`config.mk`:
```
export PLATFORM = sky130hd
export DESIGN_NAME = char_lcd_nibble_interface_flat
export DESIGN_NICKNAME = d
export VERILOG_FILES = /design/src/rtl/clcd_pkg.sv /design/src/rtl/clcd_if.sv /design/src/rtl/char_lcd_nibble_interface.sv /design/src/rtl/clcd_front.sv /design/src/rtl/clcd_queue.sv /design/src/rtl/clcd_back.sv /design/src/flat_wrapper.sv
export SDC_FILE = /design/constraint.sdc
export NUM_CORES = 1
export LEC_CHECK = 0
export BUFFER_PORTS_ARGS = -buffer_cell sky130_fd_sc_hd__buf_2
export CORE_MARGIN = 1.5
export CORE_UTILIZATION = 40
export CTS_CLUSTER_DIAMETER = 150
export DETAILED_ROUTE_END_ITERATION = 6
export PLACE_DENSITY_LB_ADDON = 0.2
export SYNTH_ARGS = -nofsm -noshare
export SYNTH_HDL_FRONTEND = slang
export SYNTH_SLANG_ARGS = --single-unit
```
`constraint.sdc`:
```
create_clock -name clock -period 2.9 [get_ports clock]
set_input_delay 0.145 -clock clock [delete_from_list [all_inputs] [get_ports clock]]
set_output_delay 0.145 -clock clock [all_outputs]
set_load 0.01 [all_outputs]
```
`src/rtl/clcd_pkg.sv`:
```
// Shared types, constants and the initialisation sequence for the character LCD
// nibble interface. No dependencies.
package clcd_pkg;

   localparam int unsigned CMD_W      = 2;
   localparam int unsigned ROW_W      = 3;
   localparam int unsigned COL_W      = 7;
   localparam int unsigned BASE_W     = 7;
   localparam int unsigned WAIT_W     = 14;
   localparam int unsigned NIB_W      = 4;
   localparam int unsigned STEP_W     = 4;
   localparam int unsigned NUM_ROWS   = 4;
   localparam int unsigned CSR_IDX_W  = 2;
   localparam int unsigned QUEUE_DEPTH_DEF = 2;

   localparam logic [CMD_W-1:0] CMD_INIT = 2'd0;
   localparam logic [CMD_W-1:0] CMD_POS  = 2'd1;
   localparam logic [CMD_W-1:0] CMD_CHAR = 2'd2;

   localparam logic [CSR_IDX_W-1:0] CSR_ROW0 = 2'd0;
   localparam logic [CSR_IDX_W-1:0] CSR_ROW1 = 2'd1;
   localparam logic [CSR_IDX_W-1:0] CSR_ROW2 = 2'd2;
   localparam logic [CSR_IDX_W-1:0] CSR_ROW3 = 2'd3;

   localparam logic [BASE_W-1:0] ROW0_RST = 7'd0;
   localparam logic [BASE_W-1:0] ROW1_RST = 7'd64;
   localparam logic [BASE_W-1:0] ROW2_RST = 7'd20;
   localparam logic [BASE_W-1:0] ROW3_RST = 7'd84;

   localparam logic [7:0] SET_DDRAM = 8'h80;

   localparam logic [WAIT_W-1:0] WAIT_POWER = 14'd15000;
   localparam logic [WAIT_W-1:0] WAIT_FS1   = 14'd4100;
   localparam logic [WAIT_W-1:0] WAIT_FS2   = 14'd100;
   localparam logic [WAIT_W-1:0] WAIT_CMD   = 14'd40;
   localparam logic [WAIT_W-1:0] WAIT_CLEAR = 14'd1600;
   localparam logic [WAIT_W-1:0] WAIT_NONE  = 14'd0;

   localparam logic [STEP_W-1:0] INIT_LAST = 4'd14;

   typedef struct packed {
      logic       is_init;
      logic       rs;
      logic [7:0] byte_val;
      logic       two_nib;
   } job_type;

   typedef struct packed {
      logic              strobe;
      logic              rs;
      logic [NIB_W-1:0]  nibble;
      logic [WAIT_W-1:0] wait_us;
      logic              last;
   } result_type;

   function automatic result_type init_step(input logic [STEP_W-1:0] idx);
      result_type r;
      r = '{strobe: 1'b1, rs: 1'b0, nibble: 4'h0, wait_us: WAIT_NONE, last: 1'b0};
      unique case (idx)
         4'd0: begin
            r.strobe  = 1'b0;
            r.wait_us = WAIT_POWER;
         end
         4'd1:  begin r.nibble = 4'h3; r.wait_us = WAIT_FS1; end
         4'd2:  begin r.nibble = 4'h3; r.wait_us = WAIT_FS2; end
         4'd3:  begin r.nibble = 4'h3; r.wait_us = WAIT_CMD; end
         4'd4:  begin r.nibble = 4'h2; r.wait_us = WAIT_CMD; end
         4'd5:  r.nibble = 4'h2;
         4'd6:  begin r.nibble = 4'h8; r.wait_us = WAIT_CMD; end
         4'd7:  r.nibble = 4'h0;
         4'd8:  begin r.nibble = 4'h8; r.wait_us = WAIT_CMD; end
         4'd9:  r.nibble = 4'h0;
         4'd10: begin r.nibble = 4'h1; r.wait_us = WAIT_CLEAR; end
         4'd11: r.nibble = 4'h0;
         4'd12: begin r.nibble = 4'h6; r.wait_us = WAIT_CMD; end
         4'd13: r.nibble = 4'h0;
         4'd14: begin r.nibble = 4'hC; r.wait_us = WAIT_CMD; r.last = 1'b1; end
         default: r.last = 1'b1;
      endcase
      return r;
   endfunction

endpackage

```
`src/rtl/clcd_if.sv`:
```
// Request and response channel interfaces for the character LCD nibble interface.
// Depends on clcd_pkg.
interface clcd_req_if;
   logic                        valid;
   logic                        ready;
   logic [clcd_pkg::CMD_W-1:0]  command;
   logic [7:0]                  char_code;
   logic [clcd_pkg::COL_W-1:0]  column;
   logic [clcd_pkg::ROW_W-1:0]  row;

   modport source (output valid, command, char_code, column, row, input ready);
   modport sink   (input valid, command, char_code, column, row, output ready);
endinterface

interface clcd_rsp_if;
   logic                         valid;
   logic                         ready;
   logic                         strobe_res;
   logic                         reg_select;
   logic [clcd_pkg::NIB_W-1:0]   nibble;
   logic [clcd_pkg::WAIT_W-1:0]  wait_us;
   logic                         last;

   modport source (output valid, strobe_res, reg_select, nibble, wait_us, last,
                   input ready);
   modport sink   (input valid, strobe_res, reg_select, nibble, wait_us, last,
                   output ready);
endinterface

```
`src/rtl/char_lcd_nibble_interface.sv`:
```
// Top level of the character LCD nibble interface: front end, job queue, back end.
// Depends on clcd_pkg, clcd_if, clcd_front, clcd_queue and clcd_back.
//
//  channel   direction  handshake          payload
//  req_chan  in         valid/ready        command, char_code, column, row
//  rsp_chan  out        valid/ready        strobe_res, reg_select, nibble, wait_us, last
//  csr_*     in         csr_we (no ready)  csr_index, csr_wdata (row base)
//
// One transaction out per cycle while rsp_chan is not stalled, from the back end's step
// counter; a character or position is two nibbles (one before init), init is 15 steps.
// Requests are taken every cycle while the queue has room (QUEUE_DEPTH jobs).
// Reset is synchronous; it restores row bases and clears 4-bit mode and the queue.
// A stalled rsp_chan holds the output register; the queue absorbs requests meanwhile.
module char_lcd_nibble_interface #(
   parameter int unsigned QUEUE_DEPTH = clcd_pkg::QUEUE_DEPTH_DEF
) (
   input  logic                            clock,
   input  logic                            reset,
   clcd_req_if.sink                        req_chan,
   clcd_rsp_if.source                      rsp_chan,
   input  logic                            csr_we,
   input  logic [clcd_pkg::CSR_IDX_W-1:0]  csr_index,
   input  logic [clcd_pkg::BASE_W-1:0]     csr_wdata
);

   logic                        q_ready, push, q_valid, pop, four_bit, out_valid;
   clcd_pkg::job_type           push_job, head;
   clcd_pkg::result_type        out_res;
   logic [clcd_pkg::STEP_W-1:0] step;

   assign req_chan.ready = q_ready;

   clcd_front u_front (
      .clock         (clock),
      .reset         (reset),
      .csr_we        (csr_we),
      .csr_index     (csr_index),
      .csr_wdata     (csr_wdata),
      .req_valid     (req_chan.valid),
      .req_command   (req_chan.command),
      .req_char_code (req_chan.char_code),
      .req_column    (req_chan.column),
      .req_row       (req_chan.row),
      .q_ready       (q_ready),
      .push          (push),
      .job           (push_job),
      .four_bit_ff   (four_bit)
   );

   clcd_queue #(.DEPTH(QUEUE_DEPTH)) u_queue (
      .clock     (clock),
      .reset     (reset),
      .push      (push),
      .push_job  (push_job),
      .not_full  (q_ready),
      .pop       (pop),
      .not_empty (q_valid),
      .head      (head)
   );

   clcd_back u_back (
      .clock        (clock),
      .reset        (reset),
      .job_valid    (q_valid),
      .job          (head),
      .pop          (pop),
      .out_valid_ff (out_valid),
      .out_ff       (out_res),
      .out_ready    (rsp_chan.ready),
      .step_ff      (step)
   );

   assign rsp_chan.valid      = out_valid;
   assign rsp_chan.strobe_res = out_res.strobe;
   assign rsp_chan.reg_select = out_res.rs;
   assign rsp_chan.nibble     = out_res.nibble;
   assign rsp_chan.wait_us    = out_res.wait_us;
   assign rsp_chan.last       = out_res.last;

   a_init_sets_mode: assert property (@(posedge clock) disable iff (reset)
      (req_chan.valid && req_chan.ready && req_chan.command == clcd_pkg::CMD_INIT)
      |=> four_bit)
      else $error("4-bit mode not set after init transaction");

   a_step_range: assert property (@(posedge clock) disable iff (reset)
      step <= clcd_pkg::INIT_LAST)
      else $error("back end step counter out of range");

   a_step_only_init: assert property (@(posedge clock) disable iff (reset)
      (q_valid && !head.is_init) |-> (step <= clcd_pkg::STEP_W'(1)))
      else $error("byte job stepped past its low nibble");

   a_pop_on_last: assert property (@(posedge clock) disable iff (reset)
      pop |=> (out_valid && out_res.last && step == '0))
      else $error("queue popped without a final transaction loaded");

endmodule

```
`src/rtl/clcd_front.sv`:
```
// Front end: row base registers, mode tracking and classification of requests
// into queue jobs. Depends on clcd_pkg.
module clcd_front (
   input  logic                              clock,
   input  logic                              reset,
   input  logic                              csr_we,
   input  logic [clcd_pkg::CSR_IDX_W-1:0]    csr_index,
   input  logic [clcd_pkg::BASE_W-1:0]       csr_wdata,
   input  logic                              req_valid,
   input  logic [clcd_pkg::CMD_W-1:0]        req_command,
   input  logic [7:0]                        req_char_code,
   input  logic [clcd_pkg::COL_W-1:0]        req_column,
   input  logic [clcd_pkg::ROW_W-1:0]        req_row,
   input  logic                              q_ready,
   output logic                              push,
   output clcd_pkg::job_type                 job,
   output logic                              four_bit_ff
);

   logic [clcd_pkg::BASE_W-1:0] base_ff [clcd_pkg::NUM_ROWS];
   logic                        four_bit_in;
   logic [clcd_pkg::BASE_W-1:0] base;
   logic [7:0]                  addr;
   logic                        accept;

   assign accept = req_valid && q_ready;

   always_comb begin
      if (req_row[2]) begin
         base = base_ff[0];
      end else begin
         base = base_ff[req_row[1:0]];
      end
      addr = ({1'b0, base} + {1'b0, req_column}) | clcd_pkg::SET_DDRAM;
   end

   always_comb begin
      job  = '{is_init: 1'b0, rs: 1'b0, byte_val: addr, two_nib: four_bit_ff};
      push = 1'b0;
      unique case (req_command)
         clcd_pkg::CMD_INIT: begin
            job.is_init = 1'b1;
            push        = accept;
         end
         clcd_pkg::CMD_POS: push = accept;
         clcd_pkg::CMD_CHAR: begin
            job.rs       = 1'b1;
            job.byte_val = req_char_code;
            push         = accept;
         end
         default: push = 1'b0;
      endcase
   end

   assign four_bit_in = (accept && req_command == clcd_pkg::CMD_INIT) ? 1'b1 : four_bit_ff;

   always_ff @(posedge clock) begin
      if (reset) begin
         four_bit_ff <= 1'b0;
         base_ff[0]  <= clcd_pkg::ROW0_RST;
         base_ff[1]  <= clcd_pkg::ROW1_RST;
         base_ff[2]  <= clcd_pkg::ROW2_RST;
         base_ff[3]  <= clcd_pkg::ROW3_RST;
      end else begin
         four_bit_ff <= four_bit_in;
         if (csr_we) begin
            unique case (csr_index)
               clcd_pkg::CSR_ROW0: base_ff[0] <= csr_wdata;
               clcd_pkg::CSR_ROW1: base_ff[1] <= csr_wdata;
               clcd_pkg::CSR_ROW2: base_ff[2] <= csr_wdata;
               clcd_pkg::CSR_ROW3: base_ff[3] <= csr_wdata;
            endcase
         end
      end
   end

endmodule

```
`src/rtl/clcd_queue.sv`:
```
// Short job queue between front and back end, register based.
// Depends on clcd_pkg.
module clcd_queue #(
   parameter int unsigned DEPTH = clcd_pkg::QUEUE_DEPTH_DEF
) (
   input  logic              clock,
   input  logic              reset,
   input  logic              push,
   input  clcd_pkg::job_type push_job,
   output logic              not_full,
   input  logic              pop,
   output logic              not_empty,
   output clcd_pkg::job_type head
);

   localparam int unsigned PTR_W = (DEPTH > 1) ? $clog2(DEPTH) : 1;
   localparam int unsigned CNT_W = $clog2(DEPTH + 1);
   localparam logic [PTR_W-1:0] PTR_LAST = PTR_W'(DEPTH - 1);
   localparam logic [CNT_W-1:0] CNT_FULL = CNT_W'(DEPTH);

   clcd_pkg::job_type  mem_ff [DEPTH];
   logic [PTR_W-1:0]   wr_ff, wr_in, rd_ff, rd_in;
   logic [CNT_W-1:0]   cnt_ff, cnt_in;
   logic               do_push, do_pop;

   assign not_full  = (cnt_ff != CNT_FULL);
   assign not_empty = (cnt_ff != '0);
   assign do_push   = push && not_full;
   assign do_pop    = pop && not_empty;
   assign head      = mem_ff[rd_ff];

   always_comb begin
      wr_in  = do_push ? ((wr_ff == PTR_LAST) ? '0 : wr_ff + 1'b1) : wr_ff;
      rd_in  = do_pop  ? ((rd_ff == PTR_LAST) ? '0 : rd_ff + 1'b1) : rd_ff;
      cnt_in = cnt_ff + CNT_W'(do_push) - CNT_W'(do_pop);
   end

   always_ff @(posedge clock) begin
      if (reset) begin
         wr_ff  <= '0;
         rd_ff  <= '0;
         cnt_ff <= '0;
      end else begin
         wr_ff  <= wr_in;
         rd_ff  <= rd_in;
         cnt_ff <= cnt_in;
      end
      if (do_push) begin
         mem_ff[wr_ff] <= push_job;
      end
   end

endmodule

```
`src/rtl/clcd_back.sv`:
```
// Back end: steps through the head job, one nibble strobe or wait per cycle while
// the output register is not stalled, into that register. Depends on clcd_pkg.
module clcd_back (
   input  logic                      clock,
   input  logic                      reset,
   input  logic                      job_valid,
   input  clcd_pkg::job_type         job,
   output logic                      pop,
   output logic                      out_valid_ff,
   output clcd_pkg::result_type      out_ff,
   input  logic                      out_ready,
   output logic [clcd_pkg::STEP_W-1:0] step_ff
);

   logic [clcd_pkg::STEP_W-1:0] step_in;
   clcd_pkg::result_type        res;
   logic                        advance;
   logic                        out_valid_in;

   always_comb begin
      if (job.is_init) begin
         res = clcd_pkg::init_step(step_ff);
      end else if (job.two_nib && step_ff == '0) begin
         res = '{strobe: 1'b1, rs: job.rs, nibble: job.byte_val[7:4],
                 wait_us: clcd_pkg::WAIT_NONE, last: 1'b0};
      end else if (job.two_nib) begin
         res = '{strobe: 1'b1, rs: job.rs, nibble: job.byte_val[3:0],
                 wait_us: clcd_pkg::WAIT_CMD, last: 1'b1};
      end else begin
         res = '{strobe: 1'b1, rs: job.rs, nibble: job.byte_val[7:4],
                 wait_us: clcd_pkg::WAIT_CMD, last: 1'b1};
      end
   end

   assign advance = !out_valid_ff || out_ready;
   assign pop     = advance && job_valid && res.last;

   always_comb begin
      step_in      = step_ff;
      out_valid_in = out_valid_ff;
      if (advance) begin
         out_valid_in = job_valid;
         if (job_valid) begin
            step_in = res.last ? '0 : step_ff + 1'b1;
         end
      end
   end

   always_ff @(posedge clock) begin
      if (reset) begin
         out_valid_ff <= 1'b0;
         step_ff      <= '0;
      end else begin
         out_valid_ff <= out_valid_in;
         step_ff      <= step_in;
      end
      if (advance && job_valid) begin
         out_ff <= res;
      end
   end

endmodule
```
`src/flat_wrapper.sv`:
```
// flat-port wrapper written by rule: the top's interface ports become plain ports
module char_lcd_nibble_interface_flat 
#(
   parameter int unsigned QUEUE_DEPTH = clcd_pkg::QUEUE_DEPTH_DEF
)
  (clock, reset, csr_we, csr_index, csr_wdata, req_chan_valid, req_chan_command, req_chan_char_code, req_chan_column, req_chan_row, req_chan_ready, rsp_chan_valid, rsp_chan_strobe_res, rsp_chan_reg_select, rsp_chan_nibble, rsp_chan_wait_us, rsp_chan_last, rsp_chan_ready);
  clcd_req_if req_chan_i ();
  clcd_rsp_if rsp_chan_i ();
  input  logic clock;
  input  logic reset;
  input  logic csr_we;
  input  logic [clcd_pkg::CSR_IDX_W-1:0] csr_index;
  input  logic [clcd_pkg::BASE_W-1:0] csr_wdata;
  input wire logic [$bits(req_chan_i.valid)-1:0] req_chan_valid;
  input wire logic [$bits(req_chan_i.command)-1:0] req_chan_command;
  input wire logic [$bits(req_chan_i.char_code)-1:0] req_chan_char_code;
  input wire logic [$bits(req_chan_i.column)-1:0] req_chan_column;
  input wire logic [$bits(req_chan_i.row)-1:0] req_chan_row;
  output wire logic [$bits(req_chan_i.ready)-1:0] req_chan_ready;
  output wire logic [$bits(rsp_chan_i.valid)-1:0] rsp_chan_valid;
  output wire logic [$bits(rsp_chan_i.strobe_res)-1:0] rsp_chan_strobe_res;
  output wire logic [$bits(rsp_chan_i.reg_select)-1:0] rsp_chan_reg_select;
  output wire logic [$bits(rsp_chan_i.nibble)-1:0] rsp_chan_nibble;
  output wire logic [$bits(rsp_chan_i.wait_us)-1:0] rsp_chan_wait_us;
  output wire logic [$bits(rsp_chan_i.last)-1:0] rsp_chan_last;
  input wire logic [$bits(rsp_chan_i.ready)-1:0] rsp_chan_ready;
  assign req_chan_i.valid = req_chan_valid;
  assign req_chan_i.command = req_chan_command;
  assign req_chan_i.char_code = req_chan_char_code;
  assign req_chan_i.column = req_chan_column;
  assign req_chan_i.row = req_chan_row;
  assign req_chan_ready = req_chan_i.ready;
  assign rsp_chan_valid = rsp_chan_i.valid;
  assign rsp_chan_strobe_res = rsp_chan_i.strobe_res;
  assign rsp_chan_reg_select = rsp_chan_i.reg_select;
  assign rsp_chan_nibble = rsp_chan_i.nibble;
  assign rsp_chan_wait_us = rsp_chan_i.wait_us;
  assign rsp_chan_last = rsp_chan_i.last;
  assign rsp_chan_i.ready = rsp_chan_ready;
  char_lcd_nibble_interface #(.QUEUE_DEPTH(QUEUE_DEPTH)) u_core (.clock(clock), .reset(reset), .req_chan(req_chan_i), .rsp_chan(rsp_chan_i), .csr_we(csr_we), .csr_index(csr_index), .csr_wdata(csr_wdata));
endmodule
```
==> results of run 1 <==
[routing by layer]
metal | track usage, % | up-vias | share of wire, %
met1 | 18.6 | 1143 | 45
met3 | 3.27 | 8 | 3.5
met5 | 0 | - | 0
met2 | 25.3 | 47 | 50
met4 | 6.50 | 0 | 1.7
li1 | - | 1237 | -
[sequential cells by signal, summed over array words and instances, names as in the netlist, named ones only]
name                        cells
u_core.u_back.out_ff           15
u_core.u_queue.mem_ff          22
u_core.u_back.out_valid_ff      1
u_core.u_back.step_ff           4
u_core.u_front.four_bit_ff      1
u_core.u_queue.wr_ff            1
u_core.u_queue.cnt_ff           2
u_core.u_queue.rd_ff            1
u_core.u_front.base_ff         28
[power breakdown]
part / internal [mW] / switching (mW) / total [mW]
logic: 0.409 / 0.522 / 0.931
clock network: 0.321 / 0.424 / 0.744
registers: 1.46 / 0.0717 / 1.53
total: 2.19 / 1.02 / 3.21
[per-stage QoR]
stage | instances | total power, mW | hold WS, ns
floorplan | 317 | 2.24 | 0.217
global placement | 468 | 2.49 | 0.408
detailed placement | 468 | 2.50 | 0.417
CTS | 484 | 3.25 | 0.0525
global route | 484 | 3.43 | 0.0828
finish | 484 | 3.21 | 0.0623
[layout make-up]
cell class	instances	area share [%]
multi-input combinational	211	34.3
timing repair buffer	58	7.01
sequential	76	50.3
clock inverter	7	1.27
clock buffer	9	2.87
inverter	12	1.04
tap	111	3.22
[worst paths after layout]
| check | startpoint | end |
|---|---|---|
| setup / recovery | u_core.u_front.base_ff[1][1]$_SDFFCE_PN0P_ | u_core.u_queue.mem_ff[1][6]$_DFFE_PP_ |
| hold reg to reg | u_core.u_front.four_bit_ff$_SDFFE_PP0P_ | u_core.u_queue.mem_ff[0][0]$_DFFE_PP_ |
| setup reg to reg | u_core.u_front.base_ff[1][1]$_SDFFCE_PN0P_ | u_core.u_queue.mem_ff[1][6]$_DFFE_PP_ |
| hold / removal | req_chan_valid | u_core.u_front.four_bit_ff$_SDFFE_PP0P_ |
[critical path, stage by stage, from the launching register on]
cell and delay [ns]:
sky130_fd_sc_hd__edfxtp_1 0.39, sky130_fd_sc_hd__mux2_2 0.28, sky130_fd_sc_hd__a221oi_1 0.42, sky130_fd_sc_hd__inv_1 0.09
sky130_fd_sc_hd__ha_1 0.29, sky130_fd_sc_hd__a21o_1 0.10, sky130_fd_sc_hd__a21o_1 0.15, sky130_fd_sc_hd__a21oi_1 0.09
sky130_fd_sc_hd__or4b_1 0.47, sky130_fd_sc_hd__nand3_1 0.09
[Yosys cell counts (2+ instances only)]
| cell type | number |
|---|---|
| sky130_fd_sc_hd__nor2b_1 | 9 |
| sky130_fd_sc_hd__dfxtp_1 | 11 |
| sky130_fd_sc_hd__nand4_1 | 2 |
| sky130_fd_sc_hd__mux4_2 | 4 |
| sky130_fd_sc_hd__or3_1 | 3 |
| sky130_fd_sc_hd__nor3b_1 | 2 |
| sky130_fd_sc_hd__nand2b_1 | 9 |
| sky130_fd_sc_hd__o21a_1 | 2 |
| sky130_fd_sc_hd__a21o_1 | 3 |
| sky130_fd_sc_hd__a221oi_1 | 2 |
| sky130_fd_sc_hd__a31o_2 | 2 |
| sky130_fd_sc_hd__edfxtp_1 | 65 |
| sky130_fd_sc_hd__a22oi_1 | 4 |
| sky130_fd_sc_hd__xor2_1 | 4 |
| sky130_fd_sc_hd__nor3_1 | 4 |
| sky130_fd_sc_hd__nor4_1 | 2 |
| sky130_fd_sc_hd__o21bai_1 | 3 |
| sky130_fd_sc_hd__nand3b_1 | 2 |
| sky130_fd_sc_hd__a21oi_1 | 17 |
| sky130_fd_sc_hd__ha_1 | 12 |
| sky130_fd_sc_hd__nand2_1 | 14 |
| sky130_fd_sc_hd__clkbuf_1 | 9 |
| sky130_fd_sc_hd__nor2_1 | 28 |
| sky130_fd_sc_hd__buf_4 | 7 |
| sky130_fd_sc_hd__o21ai_0 | 14 |
| sky130_fd_sc_hd__mux2i_1 | 4 |
| sky130_fd_sc_hd__nand3_1 | 2 |
| sky130_fd_sc_hd__inv_2 | 2 |
| sky130_fd_sc_hd__xnor2_1 | 5 |
| sky130_fd_sc_hd__and2_1 | 23 |
| sky130_fd_sc_hd__or2_1 | 3 |
| sky130_fd_sc_hd__inv_1 | 10 |
| sky130_fd_sc_hd__mux2_2 | 6 |
[cells by family after synthesis]
family	Yosys count
xor gates and xnor gates	9
DFF	76
and+or+nand+nor	111
AOI/OAI and AO/OA	59
adders and majority gates	13
muxes	16
buffers and inverters	30
other	1
==> impl_metrics.sql, run 1 <==
INSERT INTO impl_metrics (metric_group, metric, value, unit) VALUES
('logic_synthesis', 'synthAdderAreaFrac', '4.49', '%'),
('placement', 'globalplace.congestion', '0.764', ''),
('logic_synthesis', 'syn-mean-instance-area', '12.0', 'µm²'),
('logic_synthesis', 'synthCells', '315', ''),
('routing', 'remaining_antenna_violation_count_after_routing', '0', ''),
('setup_path', 'maximum_net_fanout_on_the_critical_path', '2', ''),
('finish', 'nNetsFinal', '415', ''),
('setup_path', 'r2r.worst_path.cells', '9', ''),
('timing', 'final.period_utilization', '86.5', '%'),
('die', 'start_util', '41.2', '%'),
('pwr', 'power_density', '742', 'nW/µm²'),
('logic_synthesis', 'netlist.area_leader.share', '51.5', '%'),
('routing', 'wirelength', '6.87', 'mm'),
('placement', 'detailed_place.area', '4140', 'µm²'),
('logic_synthesis', 'synthTopCellsByArea', 'sky130_fd_sc_hd__edfxtp_1 51%, sky130_fd_sc_hd__dfxtp_1 5.8%, sky130_fd_sc_hd__ha_1 4.0%, sky130_fd_sc_hd__and2_1 3.8%, sky130_fd_sc_hd__nor2_1 2.8%', ''),
('timing', 'rsz0062_at_grt', 'no', ''),
('global_routing', 'global_route_wire_length_before_repair', '11.5', 'mm'),
('timing', 'maximum_operating_frequency', '0.399', 'GHz'),
('setup_path', 'worst_ep_arrival_time', '2.72', 'ns'),
('die', 'die_w', '100', 'µm'),
('setup_path', 'endpoint_kind', 'flip-flop', ''),
('logic_synthesis', 'synth-seq-area-share', '57.3', '%'),
('finish', 'design_area', '4320', 'µm²'),
('cts', 'htree_num_levels', '3', ''),
('logic_synthesis', 'synth_compound_area_share', '10.1', '%'),
('global_routing', 'grt_start_max_net_pins', '21', ''),
('global_routing', 'grt_antenna_before_repair', '0', ''),
('cts', 'cts-root-to-sink-buffers', '2', ''),
('routing', 'detailedRoute.firstPassIterationCount', '4', ''),
('placement', 'place.detailed.hpwl', '5.12', 'mm'),
('finish', 'most_used_cells_in_the_layout_excluding_fill_and_tap_cells', '65 x sky130_fd_sc_hd__edfxtp_1, 53 x sky130_fd_sc_hd__buf_2, 28 x sky130_fd_sc_hd__nor2_1', ''),
('logic_synthesis', 'post_synth_instance_area', '3790', 'µm²'),
('routing', 'detail_route.iter0.violations', '63', ''),
('min_path', 'min_delay_path_class', 'in -> reg', ''),
('finish', 'sequential_cell_area', '2170', 'µm²'),
('timing', 'fin_ws', '0.392', 'ns'),
('cts', 'cts_tree', 'yes', ''),
('pwr', 'peakVddDrop', '0.000326', 'V'),
('timing', 'final-max-slew-violation-count', '0', ''),
('job', 'drv_cap', '0', ''),
('logic_synthesis', 'yosysWarnings', '0', ''),
('routing', 'drt-wirelength-per-cell', '14.2', 'µm'),
('min_path', 'hold-path-cell-count', '3', ''),
('die', 'rows', '35', ''),
('cts', 'num_cts_buffers', '9', ''),
('logic_synthesis', 'ys_async_sr_fraction', '0', '%'),
('logic_synthesis', 'post_synth_xor_area_fraction', '2.08', '%'),
('cts', 'clk_root_buffer_cell', 'sky130_fd_sc_hd__clkbuf_8', ''),
('setup_path', 'critPathRequiredTime', '3.11', 'ns'),
('finish', 'multiInputGateArea', '1480', 'µm²'),
('cts', 'post_cts_buffers', '0', ''),
('logic_synthesis', 'synth.ff_latch_count', '76', ''),
('die', 'coreArea', '9200', 'µm²'),
('finish', 'final_layout_size_suffix_gt1_share', '25.7', '%'),
('finish', 'final_common_cell', 'sky130_fd_sc_hd__edfxtp_1', ''),
('finish', 'fin_util', '47.0', '%'),
('timing', 'final.setup_skew', '0.0124', 'ns'),
('logic_synthesis', 'ys_dominant_reg_cell', 'sky130_fd_sc_hd__edfxtp_1', ''),
('die', 'die_height', '100', 'µm'),
('finish', 'antennaDiodeCount', '0', ''),
('logic_synthesis', 'synthMuxAreaShare', '5.97', '%'),
('timing', 'post-route-min-period', '2.51', 'ns'),
('setup_path', 'crit_type', 'reg -> reg', ''),
('logic_synthesis', 'synth_top_family_by_area', 'simple AND/OR/NAND/NOR gates', ''),
('status', 'run_status', 'completed', ''),
('routing', 'number_of_drc_violations_after_detailed_routing', '0', ''),
('cts', 'number_of_hold_repair_buffers_added_at_the_cts_stage', '0', ''),
('timing', 'timing_worst_slew_pin_value', '0.712', 'ns'),
('setup_path', 'r2r_slack', '0.39', 'ns'),
('pwr', 'power.leakage', '1.66', 'nW'),
('die', 'io-pin-count', '57', '');
(Power assumes the default switching activity.)
==> inputs of run 2 (changes only) <==
--- a/config.mk
+++ b/config.mk
@@ -6,8 +6,10 @@
 export NUM_CORES = 1
 export LEC_CHECK = 0
 export BUFFER_PORTS_ARGS = -buffer_cell sky130_fd_sc_hd__buf_2
+export CELL_PAD_IN_SITES_DETAIL_PLACEMENT = 0
+export CELL_PAD_IN_SITES_GLOBAL_PLACEMENT = 1
 export CORE_MARGIN = 1.5
-export CORE_UTILIZATION = 40
+export CORE_UTILIZATION = 46
 export CTS_CLUSTER_DIAMETER = 150
 export DETAILED_ROUTE_END_ITERATION = 6
 export PLACE_DENSITY_LB_ADDON = 0.2
==> run 2 against run 1 <==
Against the previous run:
- core utilization increased by 8.3 points
- wire length fell by 3.4%
- largest power group unchanged
- clock-buffer cell count increased by 2
- register-to-register slack about the same
- clock power is 14% higher
- maximum frequency increased by 0.54%
- via count is 0.16% lower
==> impl_metrics.sql, run 2 (synthesis results as in run 1) <==
INSERT INTO impl_metrics (metric_group, metric, value, unit) VALUES
('status', 'run_status', 'completed', ''),
('die', 'io-pin-count', '57', ''),
('timing', 'max_slew_margin', '51.2', '%'),
('routing', 'routed_via_density', '5.12', ''),
('timing', 'post-route-min-period', '2.49', 'ns'),
('cts', 'htree_num_levels', '3', ''),
('timing', 'final.period_utilization', '86.0', '%'),
('setup_path', 'crit_type', 'reg -> reg', ''),
('placement', 'dp.cells', '459', ''),
('timing', 'timing.final.hold_violations', '0', ''),
('pwr', 'switching_share', '29.1', '%'),
('global_routing', 'globalRouteMet2Util', '29.7', '%'),
('timing', 'rsz0062_at_grt', 'no', ''),
('routing', 'remaining_antenna_violation_count_after_routing', '0', ''),
('finish', 'most_flops_register', 'u_core.u_front.base_ff', ''),
('min_path', 'min_delay_path_class', 'in -> reg', ''),
('timing', 'maximum_operating_frequency', '0.401', 'GHz'),
('pwr', 'part_of_the_total_power_dissipated_in_sequential_elements', '46.2', '%'),
('setup_path', 'endpoint_kind', 'flip-flop', ''),
('job', 'drv_cap', '0', ''),
('pwr', 'power_density', '764', 'nW/µm²'),
('global_routing', 'grt_util_met1', '19.5', '%'),
('routing', 'number_of_drc_violations_after_detailed_routing', '0', ''),
('die', 'start_util', '48.3', '%'),
('finish', 'final_common_cell', 'sky130_fd_sc_hd__edfxtp_1', ''),
('finish', 'nNetsFinal', '415', ''),
('global_routing', 'globalRoute.totalOverflow', '0', ''),
('finish', 'largest_registers', 'u_core.u_front.base_ff: 28 flops, u_core.u_queue.mem_ff: 22 flops, u_core.u_back.out_ff: 15 flops', ''),
('routing', 'detailedRoute.firstPassIterationCount', '4', ''),
('die', 'die_w', '93.8', 'µm'),
('pwr', 'peakVddDrop', '0.000264', 'V'),
('setup_path', 'critPathRequiredTime', '3.10', 'ns'),
('timing', 'report.final.setup_viol', '0', ''),
('cts', 'clock_sinks', '76', ''),
('global_routing', 'grt_start_max_net_pins', '21', ''),
('cts', 'cts_tree', 'yes', ''),
('global_routing', 'grt_use_total', '16.8', '%'),
('cts', 'number_of_hold_repair_buffers_added_at_the_cts_stage', '0', ''),
('finish', 'most_used_cells_in_the_layout_excluding_fill_and_tap_cells', '65 x sky130_fd_sc_hd__edfxtp_1, 53 x sky130_fd_sc_hd__buf_2, 28 x sky130_fd_sc_hd__nor2_1', ''),
('timing', 'timing.setup.tns', '0', 'ns'),
('finish', 'largest_register_ffs', '28', ''),
('timing', 'final.setup_skew', '0.00970', 'ns'),
('timing', 'final-max-slew-violation-count', '0', ''),
('cts', 'clk_root_buffer_cell', 'sky130_fd_sc_hd__clkbuf_8', ''),
('die', 'coreArea', '7850', 'µm²'),
('pwr', 'comb_power_share', '28.2', '%'),
('timing', 'final.hold.worst_slack', '0.0646', 'ns'),
('finish', 'final_layout_size_suffix_gt1_share', '25.2', '%'),
('die', 'rows', '32', ''),
('routing', 'drt-wirelength-per-cell', '14.0', 'µm'),
('setup_path', 'worst_ep_arrival_time', '2.69', 'ns'),
('finish', 'antennaDiodeCount', '0', ''),
('pwr', 'netSwitchingPower', '0.963', 'mW'),
('routing', 'detail_route.iter0.violations', '70', ''),
('placement', 'placement.io_buffers', '53', ''),
('pwr', 'power.leakage', '1.68', 'nW'),
('routing', 'via_count', '2431', ''),
('cts', 'insertion_delay', '0.34', 'ns'),
('global_routing', 'grt_util_met3', '3.32', '%'),
('global_routing', 'global_route.peak_usage_layer', 'met2', ''),
('global_routing', 'grt_pass1_vias', '2310', ''),
('routing', 'wirelength', '6.64', 'mm'),
('global_routing', 'grt_antenna_before_repair', '0', ''),
('die', 'die_footprint', '8800', 'µm²'),
('placement', 'globalplace.congestion', '0.768', ''),
('cts', 'num_cts_buffers', '9', ''),
('timing', 'timing_worst_slew_pin_value', '0.727', 'ns'),
('pwr', 'share_clk_of_total_power', '25.6', '%'),
('setup_path', 'setup.worst_path.start_class', 'flip-flop', ''),
('placement', 'place.detailed.hpwl', '5.16', 'mm'),
('cts', 'clk_transition_reported_paths', '0.08', 'ns'),
('finish', 'area_growth_syn_to_layout', '14.4', '%'),
('cts', 'post_cts_buffers', '0', ''),
('die', 'die_height', '93.8', 'µm'),
('pwr', 'internal-power', '2.35', 'mW'),
('cts', 'cts_resized', '0', ''),
('setup_path', 'maximum_net_fanout_on_the_critical_path', '2', ''),
('finish', 'layout.filler_cells', '708', ''),
('global_routing', 'global_route_wire_length_before_repair', '11.1', 'mm'),
('placement', 'place_worst_setup_slack', '0.202', 'ns'),
('finish', 'layout.cells.non_filler', '475', ''),
('timing', 'fin_ws', '0.405', 'ns'),
('cts', 'cts-root-to-sink-buffers', '2', '');
==> run 2: changes by cell type in the layout (fill, tap and decap cells not counted) <==
cell                         before  now
sky130_fd_sc_hd__bufinv_16        0    2
sky130_fd_sc_hd__clkbuf_1         0    2
sky130_fd_sc_hd__clkinv_2         1    2
sky130_fd_sc_hd__clkinvlp_4       2    1
sky130_fd_sc_hd__inv_6            4    0
==> run 2: final cells by class <==
class	instances	area [µm²]	share of cell area (%)
clock buffer	11	131	3.03
clock inverter	5	77.6	1.79
inverter	12	45.0	1.04
multi-input combinational	211	1480	34.1
sequential	76	2170	50.1
tap	102	128	2.94
timing repair buffer	58	303	6.98
==> run 2: path summary, 6_finish.rpt <==
path | slack [ns] | cells past startpoint | start | to
max | 0.41 | 9 | u_core.u_front.base_ff[3][1]$_SDFFCE_PN0P_ | u_core.u_queue.mem_ff[0][6]$_DFFE_PP_
min | 0.06 | 3 | req_chan_valid | u_core.u_front.four_bit_ff$_SDFFE_PP0P_
max reg2reg | 0.41 | 9 | u_core.u_front.base_ff[3][1]$_SDFFCE_PN0P_ | u_core.u_queue.mem_ff[0][6]$_DFFE_PP_
min reg2reg | 0.50 | 2 | u_core.u_back.out_valid_ff$_SDFFE_PP0N_ | u_core.u_back.out_valid_ff$_SDFFE_PP0N_
==> run 2: per-layer routing <==
| metal | vias to the layer above | part of all wire (%) | wire length [µm] |
|---|---|---|---|
| met4 | 0 | 1.3 | 88 |
| met1 | 1136 | 44 | 2890 |
| met5 | - | 0 | 0 |
| li1 | 1237 | - | - |
| met3 | 10 | 3.4 | 227 |
| met2 | 48 | 52 | 3430 |
==> run 2: worst max-delay path: stages (launching register included) <==
cell,delay [ns]
sky130_fd_sc_hd__edfxtp_1,0.37
sky130_fd_sc_hd__mux2_2,0.27
sky130_fd_sc_hd__a221oi_1,0.43
sky130_fd_sc_hd__inv_1,0.09
sky130_fd_sc_hd__ha_1,0.28
sky130_fd_sc_hd__a21o_1,0.10
sky130_fd_sc_hd__a21o_1,0.15
sky130_fd_sc_hd__a21oi_1,0.09
sky130_fd_sc_hd__or4b_1,0.46
sky130_fd_sc_hd__nand3_1,0.10
==> run 2: power groups by stage <==
stage | combinational (mW) | sequential [mW] | clock (mW)
detailed placement | 0.945 | 1.56 | 0
finish | 0.934 | 1.53 | 0.848
CTS | 0.950 | 1.54 | 0.871
floorplan | 0.642 | 1.60 | 0
global route | 1.06 | 1.55 | 0.911
global placement | 0.935 | 1.55 | 0
==> run 2: stage by stage <==
stage | cell area [µm²] | util, % | power, mW
2_1_floorplan | 3800 | - | 2.24
3_3_place_gp | 4130 | 52.6 | 2.49
3_5_place_dp | 4130 | 52.6 | 2.50
4_1_cts | 4340 | 55.3 | 3.36
5_1_grt | 4340 | 55.3 | 3.52
6_report | 4340 | 55.3 | 3.31
==> inputs of run 3 (changes only) <==
--- a/config.mk
+++ b/config.mk
@@ -12,6 +12,7 @@
 export CORE_UTILIZATION = 46
 export CTS_CLUSTER_DIAMETER = 150
 export DETAILED_ROUTE_END_ITERATION = 6
+export GPL_TIMING_DRIVEN = 0
 export PLACE_DENSITY_LB_ADDON = 0.2
 export SYNTH_ARGS = -nofsm -noshare
 export SYNTH_HDL_FRONTEND = slang
==> run 3 against run 2 <==
Against the previous run:
- die area stayed put
- worst hold slack worse by 0.044 ns
- critical path depth stayed put
- critical endpoint is now u_core.u_queue.cnt_ff[1]$_SDFF_PP0_
- highest routed layer unchanged
==> impl_metrics.sql, run 3 (synthesis results as in run 1) <==
INSERT INTO impl_metrics (metric_group, metric, value, unit) VALUES
('status', 'run_status', 'completed', ''),
('timing', 'timing.setup.tns', '0', 'ns'),
('setup_path', 'maximum_net_fanout_on_the_critical_path', '20', ''),
('cts', 'htree_num_levels', '3', ''),
('die', 'die_w', '93.8', 'µm'),
('finish', 'largest_register_ffs', '28', ''),
('timing', 'final.period_utilization', '90.3', '%'),
('cts', 'num_cts_buffers', '9', ''),
('global_routing', 'global_route_wire_length_before_repair', '10.9', 'mm'),
('finish', 'layout.cells.non_filler', '486', ''),
('setup_path', 'timing.critical_path.mode_cell', 'sky130_fd_sc_hd__ha_1', ''),
('pwr', 'peakVddDrop', '0.000333', 'V'),
('cts', 'cts_tree', 'yes', ''),
('job', 'drv_cap', '0', ''),
('pwr', 'power.leakage', '1.69', 'nW'),
('die', 'start_util', '48.3', '%'),
('timing', 'timing_worst_slew_pin_value', '1.04', 'ns'),
('setup_path', 'setup.worst_path.start_class', 'flip-flop', ''),
('global_routing', 'grt_pass1_vias', '2338', ''),
('setup_path', 'r2r.worst_path.cells', '9', ''),
('routing', 'detailedRoute.firstPassIterationCount', '4', ''),
('placement', 'placement.io_buffers', '51', ''),
('setup_path', 'timing.critical_path.buf_inv', '2', ''),
('global_routing', 'grt_use_total', '16.4', '%'),
('global_routing', 'grt_util_met1', '19.9', '%'),
('cts', 'cts-root-to-sink-buffers', '2', ''),
('timing', 'final.setup_skew', '0.00671', 'ns'),
('finish', 'final_layout_size_suffix_gt1_share', '25.0', '%'),
('routing', 'wirelength', '6.60', 'mm'),
('finish', 'most_flops_register', 'u_core.u_front.base_ff', ''),
('setup_path', 'timing.critical_path.slowest_stage_cell', 'sky130_fd_sc_hd__clkbuf_1', ''),
('global_routing', 'grt_util_met3', '3.64', '%'),
('setup_path', 'critPathRequiredTime', '3.12', 'ns'),
('timing', 'report.final.setup_viol', '0', ''),
('cts', 'clk_transition_reported_paths', '0.07', 'ns'),
('setup_path', 'endpoint_kind', 'flip-flop', ''),
('finish', 'nNetsFinal', '426', ''),
('die', 'die_footprint', '8800', 'µm²'),
('routing', 'remaining_antenna_violation_count_after_routing', '0', ''),
('routing', 'routed_via_density', '5.08', ''),
('timing', 'final.hold.worst_slack', '0.0210', 'ns'),
('setup_path', 'crit_type', 'reg -> reg', ''),
('placement', 'dp.cells', '470', ''),
('routing', 'via_count', '2469', ''),
('placement', 'place.detailed.hpwl', '5.05', 'mm'),
('cts', 'clk_root_buffer_cell', 'sky130_fd_sc_hd__clkbuf_8', ''),
('die', 'coreArea', '7850', 'µm²'),
('setup_path', 'r2r_slack', '0.28', 'ns'),
('global_routing', 'grt_antenna_before_repair', '0', ''),
('finish', 'design_area', '4370', 'µm²'),
('routing', 'number_of_drc_violations_after_detailed_routing', '0', ''),
('setup_path', 'setup.worst_path.start', 'u_core.u_queue.cnt_ff[1]$_SDFF_PP0_', ''),
('min_path', 'min_delay_path_class', 'in -> reg', ''),
('setup_path', 'critical_path.reg2reg.endpoint', 'u_core.u_queue.cnt_ff[1]$_SDFF_PP0_', ''),
('global_routing', 'grt_start_max_net_pins', '21', ''),
('cts', 'insertion_delay', '0.34', 'ns'),
('finish', 'largest_registers', 'u_core.u_front.base_ff: 28 flops, u_core.u_queue.mem_ff: 22 flops, u_core.u_back.out_ff: 15 flops', ''),
('cts', 'number_of_hold_repair_buffers_added_at_the_cts_stage', '0', ''),
('setup_path', 'slowest_delay', '0.76', 'ns'),
('timing', 'max_slew_margin', '30.9', '%'),
('finish', 'final_common_cell', 'sky130_fd_sc_hd__edfxtp_1', ''),
('setup_path', 'crit_family', 'buffers and inverters', ''),
('global_routing', 'globalRouteMet2Util', '28.7', '%'),
('timing', 'final-max-slew-violation-count', '0', ''),
('timing', 'timing.final.hold_violations', '0', ''),
('setup_path', 'timing.critical_path.to', 'u_core.u_queue.cnt_ff[1]$_SDFF_PP0_', ''),
('setup_path', 'start_of_the_worst_register_to_register_path', 'u_core.u_queue.cnt_ff[1]$_SDFF_PP0_', ''),
('timing', 'maximum_operating_frequency', '0.382', 'GHz'),
('cts', 'cts_resized', '0', ''),
('finish', 'antennaDiodeCount', '0', ''),
('placement', 'detailed_place.area', '4180', 'µm²'),
('placement', 'globalplace.congestion', '0.765', ''),
('routing', 'detail_route.iter0.violations', '67', ''),
('cts', 'clock_sinks', '76', ''),
('timing', 'post-route-min-period', '2.62', 'ns'),
('routing', 'drt-wirelength-per-cell', '13.6', 'µm'),
('finish', 'most_used_cells_in_the_layout_excluding_fill_and_tap_cells', '65 x sky130_fd_sc_hd__edfxtp_1, 52 x sky130_fd_sc_hd__buf_2, 28 x sky130_fd_sc_hd__nor2_1', ''),
('setup_path', 'worst-path-stages', '9', ''),
('cts', 'post_cts_buffers', '0', ''),
('finish', 'area_growth_syn_to_layout', '15.3', '%'),
('pwr', 'power_density', '743', 'nW/µm²'),
('global_routing', 'global_route.peak_usage_layer', 'met2', ''),
('die', 'io-pin-count', '57', ''),
('pwr', 'total_power', '3.25', 'mW'),
('timing', 'rsz0062_at_grt', 'no', ''),
('setup_path', 'worst_ep_arrival_time', '2.84', 'ns'),
('global_routing', 'globalRoute.totalOverflow', '0', ''),
('setup_path', 'timing.critical_path.cells', 'o21a_1, clkbuf_1, a21boi_2, ha_1, inv_1, ha_1, xor2_1, xnor2_1, nor2_1', ''),
('die', 'die_height', '93.8', 'µm'),
('die', 'rows', '32', '');
## run 3: cell count changes in the layout (fill, tap and decap cells not counted)
cell / before / now
sky130_fd_sc_hd__clkinv_2: 2 / 1
sky130_fd_sc_hd__clkinv_4: 0 / 2
sky130_fd_sc_hd__buf_4: 5 / 7
sky130_fd_sc_hd__clkinv_1: 0 / 2
sky130_fd_sc_hd__buf_6: 0 / 1
sky130_fd_sc_hd__clkbuf_1: 2 / 9
sky130_fd_sc_hd__buf_2: 53 / 52
sky130_fd_sc_hd__bufinv_16: 2 / 1
## run 3: stage by stage
| step | utilization, % | setup slack, ns |
|---|---|---|
| 2_1_floorplan | - | 0.400 |
| 3_3_place_gp | 53.3 | 0.0514 |
| 3_5_place_dp | 53.3 | 0.0420 |
| 4_1_cts | 55.7 | 0.244 |
| 5_1_grt | 55.7 | 0.0481 |
| 6_report | 55.7 | 0.280 |
## run 3: per-layer routing
layer  wire length, µm  up-vias
li1                  -     1258
met1              2920     1153
met2              3380       49
met3               214        9
met4                85        0
met5                 0        -
## run 3: how the worst min path moves through the flow
stage / from / endpoint / slack, ns / cells past startpoint
after floorplan: reset / u_core.u_queue.cnt_ff[0]$_SDFF_PP0_ / 0.22 / 1
after global placement: reset / u_core.u_queue.cnt_ff[0]$_SDFF_PP0_ / 0.37 / 2
after detailed placement: reset / u_core.u_queue.cnt_ff[0]$_SDFF_PP0_ / 0.37 / 2
after CTS: reset / u_core.u_queue.cnt_ff[0]$_SDFF_PP0_ / 0.006 / 2
after global routing: reset / u_core.u_queue.cnt_ff[0]$_SDFF_PP0_ / 0.02 / 2
final: reset / u_core.u_queue.cnt_ff[0]$_SDFF_PP0_ / 0.02 / 2
## run 3: area by class of cell
| cell class | instances | area (µm²) |
|---|---|---|
| sequential | 76 | 2170 |
| timing repair buffer | 51 | 255 |
| multi-input combinational | 211 | 1480 |
| buffer | 18 | 103 |
| fill | 714 | 3470 |
| tap | 102 | 128 |
| clock inverter | 7 | 67.6 |
| inverter | 12 | 45.0 |
| clock buffer | 9 | 124 |
## run 3: power breakdown
group | internal (mW) | switching [mW]
combinational | 0.415 | 0.535
clock | 0.393 | 0.378
sequential | 1.46 | 0.0687
